$ cat src/rtl/core/trxon_pkg.sv
// Types and constants for the telnet receive option negotiator.
package trxon_pkg;

   localparam logic [7:0] B_IAC    = 8'd255;
   localparam logic [7:0] B_DONT   = 8'd254;
   localparam logic [7:0] B_DO     = 8'd253;
   localparam logic [7:0] B_WONT   = 8'd252;
   localparam logic [7:0] B_WILL   = 8'd251;
   localparam logic [7:0] B_GA     = 8'd249;
   localparam logic [7:0] B_IP     = 8'd244;
   localparam logic [7:0] B_EOR    = 8'd239;
   localparam logic [7:0] B_CR     = 8'd13;
   localparam logic [7:0] B_LF     = 8'd10;
   localparam logic [7:0] B_NUL    = 8'd0;
   localparam logic [7:0] OPT_ECHO = 8'd1;
   localparam logic [7:0] OPT_SGA  = 8'd3;
   localparam logic [7:0] OPT_EOR  = 8'd25;

   typedef enum logic [3:0] {
      CLS_OTHER,
      CLS_NUL,
      CLS_LF,
      CLS_CR,
      CLS_IAC,
      CLS_IP,
      CLS_GA,
      CLS_EOR,
      CLS_WILL,
      CLS_WONT,
      CLS_DO,
      CLS_DONT,
      CLS_OPT_ECHO,
      CLS_OPT_SGA,
      CLS_OPT_EOR
   } cls_type;

   typedef enum logic [5:0] {
      PH_DATA = 6'b000001,
      PH_IAC  = 6'b000010,
      PH_WILL = 6'b000100,
      PH_WONT = 6'b001000,
      PH_DO   = 6'b010000,
      PH_DONT = 6'b100000
   } phase_type;

   typedef enum logic [2:0] {
      LN_NONE = 3'b001,
      LN_CR   = 3'b010,
      LN_LF   = 3'b100
   } line_type;

   typedef struct packed {
      cls_type    cls;
      logic [7:0] value;
   } cmd_type;

   typedef struct packed {
      logic       data_valid;
      logic [7:0] data_byte;
      logic       prompt_mark;
      logic       reply_valid;
      logic [7:0] reply_verb;
      logic [7:0] reply_option;
      logic       close_request;
   } rsp_type;

endpackage

$ cat src/rtl/core/telnet_rx_option_negotiator_unit.sv
// Top level of the telnet receive option negotiator.
//
//   channel   direction  handshake           payload
//   req       in         req_push / full     req_rx_byte
//   rsp       out        rsp_pop / empty     rsp_data_valid .. rsp_close_request
//
// One byte per cycle sustained while the rsp side pops; every accepted byte gives
// exactly one result. From accept to result visible, the byte sits in the command
// queue, then the back end writes its result into the result queue, whose head
// drives the rsp ports.
// Reset clears both queues and the parser state to the data phase.
// A stalled rsp side fills the result queue, then the command queue, then
// raises full; no transaction is lost or repeated.
module telnet_rx_option_negotiator_unit #(
   parameter int CMD_DEPTH = 4,
   parameter int RSP_DEPTH = 2
) (
   input  logic       clock,
   input  logic       reset,
   input  logic       req_push,
   input  logic [7:0] req_rx_byte,
   output logic       full,
   output logic       req_full,
   output logic       empty,
   output logic       rsp_empty,
   input  logic       rsp_pop,
   output logic       rsp_data_valid,
   output logic [7:0] rsp_data_byte,
   output logic       rsp_prompt_mark,
   output logic       rsp_reply_valid,
   output logic [7:0] rsp_reply_verb,
   output logic [7:0] rsp_reply_option,
   output logic       rsp_close_request
);

   localparam int CMD_W = $bits(trxon_pkg::cmd_type);
   localparam int RSP_W = $bits(trxon_pkg::rsp_type);

   trxon_pkg::cmd_type cmd_in, cmd_out;
   trxon_pkg::rsp_type rsp_in, rsp_out;
   logic               cmd_push, cmd_full, cmd_pop, cmd_empty;
   logic               rsp_push, rsp_full;

   trxon_front u_front (
      .req_push    (req_push),
      .req_rx_byte (req_rx_byte),
      .req_full    (req_full),
      .cmd_push    (cmd_push),
      .cmd_data    (cmd_in),
      .cmd_full    (cmd_full)
   );

   trxon_queue #(.WIDTH(CMD_W), .DEPTH(CMD_DEPTH)) u_cmd_queue (
      .clock     (clock),
      .reset     (reset),
      .push      (cmd_push),
      .push_data (cmd_in),
      .full      (cmd_full),
      .pop       (cmd_pop),
      .pop_data  (cmd_out),
      .empty     (cmd_empty)
   );

   trxon_back u_back (
      .clock     (clock),
      .reset     (reset),
      .cmd_data  (cmd_out),
      .cmd_empty (cmd_empty),
      .cmd_pop   (cmd_pop),
      .rsp_push  (rsp_push),
      .rsp_data  (rsp_in),
      .rsp_full  (rsp_full)
   );

   trxon_queue #(.WIDTH(RSP_W), .DEPTH(RSP_DEPTH)) u_rsp_queue (
      .clock     (clock),
      .reset     (reset),
      .push      (rsp_push),
      .push_data (rsp_in),
      .full      (rsp_full),
      .pop       (rsp_pop),
      .pop_data  (rsp_out),
      .empty     (rsp_empty)
   );

   assign full              = req_full;
   assign empty             = rsp_empty;
   assign rsp_data_valid    = rsp_out.data_valid;
   assign rsp_data_byte     = rsp_out.data_byte;
   assign rsp_prompt_mark   = rsp_out.prompt_mark;
   assign rsp_reply_valid   = rsp_out.reply_valid;
   assign rsp_reply_verb    = rsp_out.reply_verb;
   assign rsp_reply_option  = rsp_out.reply_option;
   assign rsp_close_request = rsp_out.close_request;

endmodule

$ cat src/rtl/core/trxon_queue.sv
// Small register-based FIFO used between the front, the back and the result port.
module trxon_queue #(
   parameter int WIDTH = 8,
   parameter int DEPTH = 2
) (
   input  logic             clock,
   input  logic             reset,
   input  logic             push,
   input  logic [WIDTH-1:0] push_data,
   output logic             full,
   input  logic             pop,
   output logic [WIDTH-1:0] pop_data,
   output logic             empty
);

   localparam int PTR_W = (DEPTH > 1) ? $clog2(DEPTH) : 1;
   localparam int CNT_W = $clog2(DEPTH + 1);

   logic [WIDTH-1:0] slot_ff [DEPTH];
   logic [PTR_W-1:0] wr_ptr_ff, wr_ptr_in;
   logic [PTR_W-1:0] rd_ptr_ff, rd_ptr_in;
   logic [CNT_W-1:0] count_ff, count_in;
   logic             do_push, do_pop;

   assign full     = (count_ff == CNT_W'(DEPTH));
   assign empty    = (count_ff == '0);
   assign do_push  = push & ~full;
   assign do_pop   = pop & ~empty;
   assign pop_data = slot_ff[rd_ptr_ff];

   always_comb begin
      wr_ptr_in = wr_ptr_ff;
      rd_ptr_in = rd_ptr_ff;
      count_in  = count_ff;
      if (do_push) begin
         wr_ptr_in = (wr_ptr_ff == PTR_W'(DEPTH - 1)) ? '0 : wr_ptr_ff + 1'b1;
      end
      if (do_pop) begin
         rd_ptr_in = (rd_ptr_ff == PTR_W'(DEPTH - 1)) ? '0 : rd_ptr_ff + 1'b1;
      end
      if (do_push && !do_pop) begin
         count_in = count_ff + 1'b1;
      end else if (do_pop && !do_push) begin
         count_in = count_ff - 1'b1;
      end
   end

   always_ff @(posedge clock) begin
      if (reset) begin
         wr_ptr_ff <= '0;
         rd_ptr_ff <= '0;
         count_ff  <= '0;
      end else begin
         wr_ptr_ff <= wr_ptr_in;
         rd_ptr_ff <= rd_ptr_in;
         count_ff  <= count_in;
      end
   end

   always_ff @(posedge clock) begin
      if (do_push) begin
         slot_ff[wr_ptr_ff] <= push_data;
      end
   end

endmodule

$ cat src/rtl/core/trxon_front.sv
// Front end: accepts received bytes and tags each with its byte class.
module trxon_front (
   input  logic                 req_push,
   input  logic [7:0]           req_rx_byte,
   output logic                 req_full,
   output logic                 cmd_push,
   output trxon_pkg::cmd_type   cmd_data,
   input  logic                 cmd_full
);

   trxon_pkg::cls_type cls;

   always_comb begin
      unique case (req_rx_byte)
         trxon_pkg::B_NUL:    cls = trxon_pkg::CLS_NUL;
         trxon_pkg::B_LF:     cls = trxon_pkg::CLS_LF;
         trxon_pkg::B_CR:     cls = trxon_pkg::CLS_CR;
         trxon_pkg::B_IAC:    cls = trxon_pkg::CLS_IAC;
         trxon_pkg::B_IP:     cls = trxon_pkg::CLS_IP;
         trxon_pkg::B_GA:     cls = trxon_pkg::CLS_GA;
         trxon_pkg::B_EOR:    cls = trxon_pkg::CLS_EOR;
         trxon_pkg::B_WILL:   cls = trxon_pkg::CLS_WILL;
         trxon_pkg::B_WONT:   cls = trxon_pkg::CLS_WONT;
         trxon_pkg::B_DO:     cls = trxon_pkg::CLS_DO;
         trxon_pkg::B_DONT:   cls = trxon_pkg::CLS_DONT;
         trxon_pkg::OPT_ECHO: cls = trxon_pkg::CLS_OPT_ECHO;
         trxon_pkg::OPT_SGA:  cls = trxon_pkg::CLS_OPT_SGA;
         trxon_pkg::OPT_EOR:  cls = trxon_pkg::CLS_OPT_EOR;
         default:             cls = trxon_pkg::CLS_OTHER;
      endcase
   end

   assign req_full       = cmd_full;
   assign cmd_push       = req_push;
   assign cmd_data.cls   = cls;
   assign cmd_data.value = req_rx_byte;

endmodule

$ cat src/rtl/core/trxon_back.sv
// Back end: parser, line-end folding and option negotiation state.
module trxon_back (
   input  logic                 clock,
   input  logic                 reset,
   input  trxon_pkg::cmd_type   cmd_data,
   input  logic                 cmd_empty,
   output logic                 cmd_pop,
   output logic                 rsp_push,
   output trxon_pkg::rsp_type   rsp_data,
   input  logic                 rsp_full
);

   trxon_pkg::phase_type phase_ff, phase_in;
   trxon_pkg::line_type  line_ff, line_in;
   logic                 secret_ff, secret_in;
   logic                 eor_ff, eor_in;
   trxon_pkg::rsp_type   rsp;
   trxon_pkg::cls_type   cls;
   logic [7:0]           value;

   assign cmd_pop  = ~cmd_empty & ~rsp_full;
   assign rsp_push = cmd_pop;
   assign rsp_data = rsp;
   assign cls      = cmd_data.cls;
   assign value    = cmd_data.value;

   always_comb begin
      rsp       = '0;
      phase_in  = phase_ff;
      line_in   = line_ff;
      secret_in = secret_ff;
      eor_in    = eor_ff;
      unique case (phase_ff)
         trxon_pkg::PH_DATA: begin
            line_in = trxon_pkg::LN_NONE;
            if (cls == trxon_pkg::CLS_IAC) begin
               phase_in = trxon_pkg::PH_IAC;
            end else if (cls == trxon_pkg::CLS_CR) begin
               if (line_ff != trxon_pkg::LN_LF) begin
                  rsp.data_valid = 1'b1;
                  rsp.data_byte  = trxon_pkg::B_LF;
                  line_in        = trxon_pkg::LN_CR;
               end
            end else if (cls == trxon_pkg::CLS_LF) begin
               line_in = trxon_pkg::LN_LF;
               if (line_ff != trxon_pkg::LN_CR) begin
                  rsp.data_valid = 1'b1;
                  rsp.data_byte  = trxon_pkg::B_LF;
               end
            end else if (cls != trxon_pkg::CLS_NUL) begin
               rsp.data_valid = 1'b1;
               rsp.data_byte  = value;
            end
         end
         trxon_pkg::PH_IAC: begin
            phase_in = trxon_pkg::PH_DATA;
            unique case (cls)
               trxon_pkg::CLS_IP: begin
                  rsp.close_request = 1'b1;
                  eor_in            = 1'b0;
               end
               trxon_pkg::CLS_GA:   rsp.prompt_mark = ~eor_ff;
               trxon_pkg::CLS_EOR:  rsp.prompt_mark = eor_ff;
               trxon_pkg::CLS_WILL: phase_in = trxon_pkg::PH_WILL;
               trxon_pkg::CLS_WONT: phase_in = trxon_pkg::PH_WONT;
               trxon_pkg::CLS_DO:   phase_in = trxon_pkg::PH_DO;
               trxon_pkg::CLS_DONT: phase_in = trxon_pkg::PH_DONT;
               default: ;
            endcase
         end
         trxon_pkg::PH_WILL: begin
            phase_in = trxon_pkg::PH_DATA;
            if (cls == trxon_pkg::CLS_OPT_ECHO) begin
               if (!secret_ff) begin
                  rsp.reply_valid  = 1'b1;
                  rsp.reply_verb   = trxon_pkg::B_DO;
                  rsp.reply_option = trxon_pkg::OPT_ECHO;
                  secret_in        = 1'b1;
               end
            end else if (cls == trxon_pkg::CLS_OPT_SGA) begin
               rsp.reply_valid  = 1'b1;
               rsp.reply_verb   = trxon_pkg::B_DONT;
               rsp.reply_option = trxon_pkg::OPT_SGA;
            end else if (cls == trxon_pkg::CLS_OPT_EOR) begin
               if (!eor_ff) begin
                  rsp.reply_valid  = 1'b1;
                  rsp.reply_verb   = trxon_pkg::B_DO;
                  rsp.reply_option = trxon_pkg::OPT_EOR;
                  eor_in           = 1'b1;
               end
            end
         end
         trxon_pkg::PH_WONT: begin
            phase_in = trxon_pkg::PH_DATA;
            if (cls == trxon_pkg::CLS_OPT_ECHO) begin
               if (secret_ff) begin
                  rsp.reply_valid  = 1'b1;
                  rsp.reply_verb   = trxon_pkg::B_DONT;
                  rsp.reply_option = trxon_pkg::OPT_ECHO;
                  secret_in        = 1'b0;
               end
            end else if (cls == trxon_pkg::CLS_OPT_EOR) begin
               if (eor_ff) begin
                  rsp.reply_valid  = 1'b1;
                  rsp.reply_verb   = trxon_pkg::B_DONT;
                  rsp.reply_option = trxon_pkg::OPT_EOR;
                  eor_in           = 1'b0;
               end
            end
         end
         trxon_pkg::PH_DO: begin
            phase_in = trxon_pkg::PH_DATA;
            if (cls == trxon_pkg::CLS_OPT_ECHO) begin
               if (secret_ff) begin
                  rsp.reply_valid  = 1'b1;
                  rsp.reply_verb   = trxon_pkg::B_WILL;
                  rsp.reply_option = trxon_pkg::OPT_ECHO;
                  secret_in        = 1'b0;
               end
            end else if (cls == trxon_pkg::CLS_OPT_EOR) begin
               if (!eor_ff) begin
                  rsp.reply_valid  = 1'b1;
                  rsp.reply_verb   = trxon_pkg::B_WILL;
                  rsp.reply_option = trxon_pkg::OPT_EOR;
                  eor_in           = 1'b1;
               end
            end else begin
               rsp.reply_valid  = 1'b1;
               rsp.reply_verb   = trxon_pkg::B_WONT;
               rsp.reply_option = value;
            end
         end
         trxon_pkg::PH_DONT: begin
            phase_in = trxon_pkg::PH_DATA;
            if (cls == trxon_pkg::CLS_OPT_ECHO) begin
               if (!secret_ff) begin
                  rsp.reply_valid  = 1'b1;
                  rsp.reply_verb   = trxon_pkg::B_WONT;
                  rsp.reply_option = trxon_pkg::OPT_ECHO;
                  secret_in        = 1'b1;
               end
            end else if (cls == trxon_pkg::CLS_OPT_EOR) begin
               if (eor_ff) begin
                  rsp.reply_valid  = 1'b1;
                  rsp.reply_verb   = trxon_pkg::B_WONT;
                  rsp.reply_option = trxon_pkg::OPT_EOR;
                  eor_in           = 1'b0;
               end
            end
         end
         default: begin
            phase_in = trxon_pkg::PH_DATA;
         end
      endcase
   end

   always_ff @(posedge clock) begin
      if (reset) begin
         phase_ff  <= trxon_pkg::PH_DATA;
         line_ff   <= trxon_pkg::LN_NONE;
         secret_ff <= 1'b0;
         eor_ff    <= 1'b0;
      end else if (cmd_pop) begin
         phase_ff  <= phase_in;
         line_ff   <= line_in;
         secret_ff <= secret_in;
         eor_ff    <= eor_in;
      end
   end

endmodule

$ cat config.mk
export PLATFORM = sky130hd
export DESIGN_NAME = telnet_rx_option_negotiator_unit
export DESIGN_NICKNAME = d
export VERILOG_FILES = /design/src/rtl/core/trxon_pkg.sv /design/src/rtl/core/telnet_rx_option_negotiator_unit.sv /design/src/rtl/core/trxon_queue.sv /design/src/rtl/core/trxon_front.sv /design/src/rtl/core/trxon_back.sv
export SDC_FILE = /design/constraint.sdc
export NUM_CORES = 1
export LEC_CHECK = 0
export BUFFER_PORTS_ARGS = -buffer_cell sky130_fd_sc_hd__buf_2
export CAP_MARGIN = 20
export CORE_MARGIN = 2
export CORE_UTILIZATION = 59
export DETAILED_ROUTE_END_ITERATION = 10
export PLACE_DENSITY = 0.82
export SETUP_SLACK_MARGIN = 0.02
export SYNTH_ARGS = -nofsm -noshare
export SYNTH_HDL_FRONTEND = slang
export SYNTH_SLANG_ARGS = --single-unit
$ cat constraint.sdc
create_clock -name clock -period 2.8 [get_ports clock]
set_input_delay 0.14 -clock clock [delete_from_list [all_inputs] [get_ports clock]]
set_output_delay 0.14 -clock clock [all_outputs]
set_load 0.02 [all_outputs]
## Word-level counts from Yosys, hierarchy flattened

Memories as Yosys holds them, arrays and structs flattened. A register that Yosys moved wholly into a read port is not among the register bits.
Cells that the tools add are included.

| word-level totals | value |
|---|---|
| output and inout port bits | 32 |
| bits in writable memories | 104 |
| register bits | 22 |
| memories kept | 2 |

| cells by class | value |
|---|---|
| add/sub/neg operators | 8 |
| muxes and demuxes | 64 |
| eq/ne operators | 48 |
| bitwise gates (word level) | 10 |
| reduce and logical (&&, ||, !) cells | 22 |

Memory list:

| name | depth | width | read ports | clocked after Yosys merged registers in | write ports | RTL line | text |
|---|---|---|---|---|---|---|---|
| u_rsp_queue.slot_ff | 2 | 28 | 1 | 1 | 1 | trxon_queue.sv:19 | `logic [WIDTH-1:0] slot_ff [DEPTH];` |
| u_cmd_queue.slot_ff | 4 | 12 | 1 | 1 | 1 | trxon_queue.sv:19 |  |

Operator list:

| kind | count |
|---|---|
| 17-bit two-way mux | 17 |
| 17-bit case mux with 4 select lines | 1 |
| 8-bit equality test, second input constant | 8 |
| 9-bit two-way mux | 7 |
| 4-bit case mux with 14 select lines | 1 |
| 4-bit equality test, second input constant | 7 |
| 6-bit case mux with 4 select lines | 1 |
| 1-bit two-way mux | 20 |
| 4-bit by 3-bit equality test with 1-bit output, second input constant | 4 |
| 8-bit by 4-bit equality test with 1-bit output, second input constant | 2 |
| 3-bit two-way mux | 5 |
| 2-bit two-way mux | 7 |
| 6-bit case mux with 2 select lines | 1 |
| 2-bit inequality test, second input constant | 5 |
| 4-bit by 2-bit equality test with 1-bit output, second input constant | 2 |
| 8-bit by 1-bit equality test with 1-bit output, second input constant | 1 |
| 8-bit by 2-bit equality test with 1-bit output, second input constant | 1 |
| 8-bit by 5-bit equality test with 1-bit output, second input constant | 1 |
| 8-bit logical NOT | 1 |
| 2-bit by 1-bit inequality test with 1-bit output, second input constant | 4 |
| 8-bit AND reduction | 1 |
| 2-bit by 1-bit adder with 2-bit output, second input constant | 3 |
| 2-bit equality test, second input constant | 3 |
| 6-bit by 1-bit equality test with 1-bit output, second input constant | 1 |
| other kinds (27) | 48 |

## Depth between registers and ports, before layout

| depth | value |
|---|---|
| depth after elaboration | 8 |
| mapped depth | 9 |
| mapped depth without buffers | 8 |

## By module

From an unflattened synthesis, not the netlist that was laid out.

| second synthesis, totals | value |
|---|---|
| cell total of the unflattened synthesis | 447 |
| area, all modules | 5987.0 um^2 |

By module, submodules not included:

| module | times used | area each (um^2) | cells an instance |
|---|---|---|---|
| trxon_queue (u_rsp_queue) | 1 | 2234.6 | 112 |
| trxon_queue (u_cmd_queue) | 1 | 2218.4 | 112 |
| trxon_back | 1 | 1228.7 | 176 |
| trxon_front | 1 | 290.3 | 45 |
| telnet_rx_option_negotiator_unit | 1 | 15.0 | 2 |

## Worst setup path before layout

OpenSTA, ideal clock, no wires.

| timing path | value |
|---|---|
| path kind | register to register |
| from | register u_cmd_queue.count_ff[1] |
| to | register u_cmd_queue.count_ff[2] |
| setup time | 0.070 ns |
| stages on the path, launching flop included | 9 |
| path slack | 0.428 ns |
| arrival | 2.301 ns |
| clock period less this slack | 2.372 ns |
| cell sequence | dfxtp_1 > o32ai_1 > clkbuf_1 > ha_1 > inv_1 > fa_1 > xor2_1 > or3_1 > a21oi_1 |

| on the way | value |
|---|---|
| longest elaborated chain between the ends | 7 |
| elaborated cells between the ends (all ways) | 16 |
| classes of those cells | add/sub: 2; eq/ne: 1; mux: 2; bitwise: 5; reduce/logical: 6 |

RTL lines:

| what | RTL line | text |
|---|---|---|
| start: declaration | trxon_queue.sv:22 | `logic [CNT_W-1:0] count_ff, count_in;` |
| start signal: assignment | trxon_queue.sv:56 | `count_ff <= count_in;` |
| 3-bit logical NOT | trxon_queue.sv:26 | `assign empty = (count_ff == '0);` |
| 1-bit inverter | trxon_queue.sv:28, trxon_back.sv:21 |  |
| 1-bit bitwise AND | trxon_back.sv:21 | `assign cmd_pop = ~cmd_empty & ~rsp_full;` |
| 1-bit bitwise AND | trxon_queue.sv:28 | `assign do_pop = pop & ~empty;` |
| 1-bit logical NOT | trxon_queue.sv:41 | `if (do_push && !do_pop) begin` |
| 1-bit logical AND | trxon_queue.sv:41 |  |
| 3-bit two-way mux or 2-bit nonzero test (tied branches) | -- |  |

Several ways; a longest one is shown, not always the timed one. The select of a mux whose other input is x is not followed.
A chain may end at the register's enable or synchronous reset.

==> run metrics <==
GR Util met2=about two fifths; VDD IR max=0.678 mV; Final Non-Filler Cells=574; status=finished, final reports clean; area fraction in compound gates after synthesis=6.80%; Post-Synth Adder-Cell Area=1.99%; Cell Pwr Density=~1100 mW/mm^2; RSZ-0062 raised after global routing=no; crit-path max cell delay=roughly 0.61 ns; placed cell areas=about 0.0057 sq mm; Yosys reg bits=119; Cell variety after synth=60; cts repair resizes=0; final hold viol count=0; worst path required time=~3.2 ns; post-DP HPWL=approximately 6500 microns; main combinational cell family by area after synthesis=simple AND/OR/NAND/NOR gates; simple-gate share of the synthesized area=a little over an eighth; Mapped Area=~0.0054 sq mm; CTS tree=yes; sequential share of the synthesized area=between 60% and 70%; Num CTS Buffers=17; fin. max-slew vios=0; DR vias=3416; most frequent cells in the layout=94 x edfxtp_1, 43 x buf_2, 32 x nor2_1; mux cell area share after synthesis=between 10% and 20%; cells after synthesis=around 400; syn nets=~420; Yosys top cell area share=a little over half; vias in the first global route=~3.5k; clock tree buffer depth=2; Initial Util=about three fifths; Clock Latency Late Sink=slightly above 0.5 ns; Max Fclk=between 400 and 500 MHz; Starting DRT DRC Count=approximately 140; r2r setup slk=0.46 ns; worst reg2reg endpoint=u_back.eor_ff; clock skew=approximately 0.0053 ns; Antenna diodes=0; placer congestion estimate=slightly below 0.9; clock sink count=around 120; CTS H-tree depth=4; clock slew at reported path FFs=0.06 ns; maximum number of pins on one net before global-route repair=24; Worst Setup Path Type=register to register; global-route met1 utilization=27.9%; Die Ht=about 100 microns; EDFF count, synth=94; Max-slew headroom=56.4%; initial antenna violation count=0; core footprint=roughly 0.0088 sq mm; layout cells sized above 1=between 20% and 30%; fin crit share=between 80% and 90%; most common cell after layout, fill and taps aside=edfxtp_1; first-pass GRT wire length=~17000 microns; PortBufs=43; TritonRoute pass-1 iters=7; crit-path max FO=10; Yosys warnings=0; # Post-CTS Setup Buffers=0; drt wl/cell=~19 microns; Area contributors post-synth=edfxtp_1 52%, dfxtp_1 9.3%, mux2_2 5.0%, mux4_2 2.9%, mux4_1 2.4%; Pleak=2.29 nW; CP top delay family=multiplexers; ANT nets after route=0; # IOs=between 40 and 50; # nets final=about 470; gr ovfl total=0; slowest CP cell=mux4_2; GRT Overall Usage=around 23%; Die Span X=99.6 microns; post-synth top area cell=edfxtp_1; Syn-to-layout area delta=18.1%; post-synthesis xor/xnor area fraction=1.62%; crit path capture type=register; Least-Margin Pin Slew=around 0.65 ns; GR peak layer=met2; Final min period=between 2 and 2.5 ns; asr flop ratio synth=0%; path length in cells of the critical path=7; Hold WS=~0.046 ns; worst-path cell chain=buf_4, mux4_2, nand2_2, nor3_1, nor4_4, a41oi_1, a311oi_1; Post-Route WL=10600 microns; Root Driver=clkbuf_8; max_cap viols=0; GRT met3 Usage=~8.4%; # setup viols final=0; Arrival @ worst endpoint=approximately 2.8 ns; Critical Path Start Type=register; std cell rows=34; via density per instance=roughly 6.0; final instance area=approximately 0.0064 sq mm; top_reg_cell synth=edfxtp_1; setup TNS=0 ns; Worst Setup EP=u_back.eor_ff; reg2reg path depth=7; crit path buf inv count=1; remaining routing DRC violations=0; Hold WC Path Type=primary input to register; Pwr Total=between 0.007 and 0.008 W; Post-Syn Area per Cell=around 13 sq um; die area=roughly 0.01 sq mm; placed cell count=534
-- registers in the layout (all words and copies together) (netlist names), named ones only --
name,count
u_rsp_queue.slot_ff,46
u_rsp_queue.wr_ptr_ff,1
u_back.eor_ff,1
u_cmd_queue.slot_ff,48
u_rsp_queue.rd_ptr_ff,1
u_rsp_queue.count_ff,2
u_back.phase_ff,6
u_cmd_queue.rd_ptr_ff,2
u_cmd_queue.wr_ptr_ff,2
u_back.line_ff,3
u_back.secret_ff,1
u_cmd_queue.count_ff,3
-- where the power goes --
part | total (W) | internal [W] | switching, W
Combinational | 0.00243 | 0.000946 | 0.00148
Clock | 0.00223 | 0.00145 | 0.000781
Sequential | 0.00264 | 0.00245 | 0.000195
Total | 0.00730 | 0.00484 | 0.00246
-- synthesized netlist by cell type, types with 5 or more instances --
master	instances
dfxtp_1	25
inv_1	9
mux2_2	24
and2_1	17
mux2i_1	5
nor2b_1	6
nor3_1	7
buf_4	7
edfxtp_1	94
nand3_1	6
nor2_1	33
o21ai_0	12
a21oi_1	21
mux4_2	7
nor3b_1	6
nand2_1	24
mux4_1	5
xor2_1	6
ha_1	7
clkbuf_1	14
-- timing repair --
action	in CTS	in global routing
hold buffers	8	0
setup endpoints to repair	0	0
hold endpoints to repair	32	0
-- how the worst min path moves through the flow --
stage                   start                         to  slack [ns]  depth (start not counted)
2_1_floorplan           reset              u_back.eor_ff        0.21                          1
3_3_place_gp   req_rx_byte[6]  u_cmd_queue.slot_ff[1][6]        0.40                          1
5_1_grt                 reset   u_cmd_queue.wr_ptr_ff[1]        0.04                          2
4_1_cts                 reset         u_back.phase_ff[1]        0.03                          2
3_5_place_dp   req_rx_byte[6]  u_cmd_queue.slot_ff[1][6]        0.41                          1
6_report                reset         u_back.phase_ff[1]        0.05                          2
-- area by class of cell --
| type | count | area [sq um] |
|---|---|---|
| Multi-Input combinational cell | 247 | 1910 |
| Inverter | 10 | 37.5 |
| Clock buffer | 17 | 414 |
| Sequential cell | 119 | 3320 |
| Clock inverter | 15 | 203 |
| Fill cell | 543 | 2440 |
| Tap cell | 108 | 135 |
| Timing Repair Buffer | 58 | 348 |
-- cells by family (layout without fill, tap and decap cells) --
group	Yosys count	in the layout
flip-flops	119	119
buffers and inverters	36	100
adder cells (fa/ha/maj)	8	8
AND/OR/NAND/NOR	131	131
multiplexers	41	41
XOR/XNOR	10	10
AO/OA/AOI/OAI	57	57
-- metrics by stage --
stage,worst slack [ns],util [%]
2_1_floorplan,0.428,-
3_3_place_gp,0.576,64.4
3_5_place_dp,0.518,64.4
4_1_cts,0.432,72.3
5_1_grt,0.321,72.3
6_report,0.458,72.3
-- metal layers --
layer  vias up  part of all wire, %
met4         0                 0.88
li1       1620                    -
met1      1651                   42
met5         -                    0
met2       134                   52
met3        11                  5.6
Note: power is estimated with default switching activity, not from simulation.
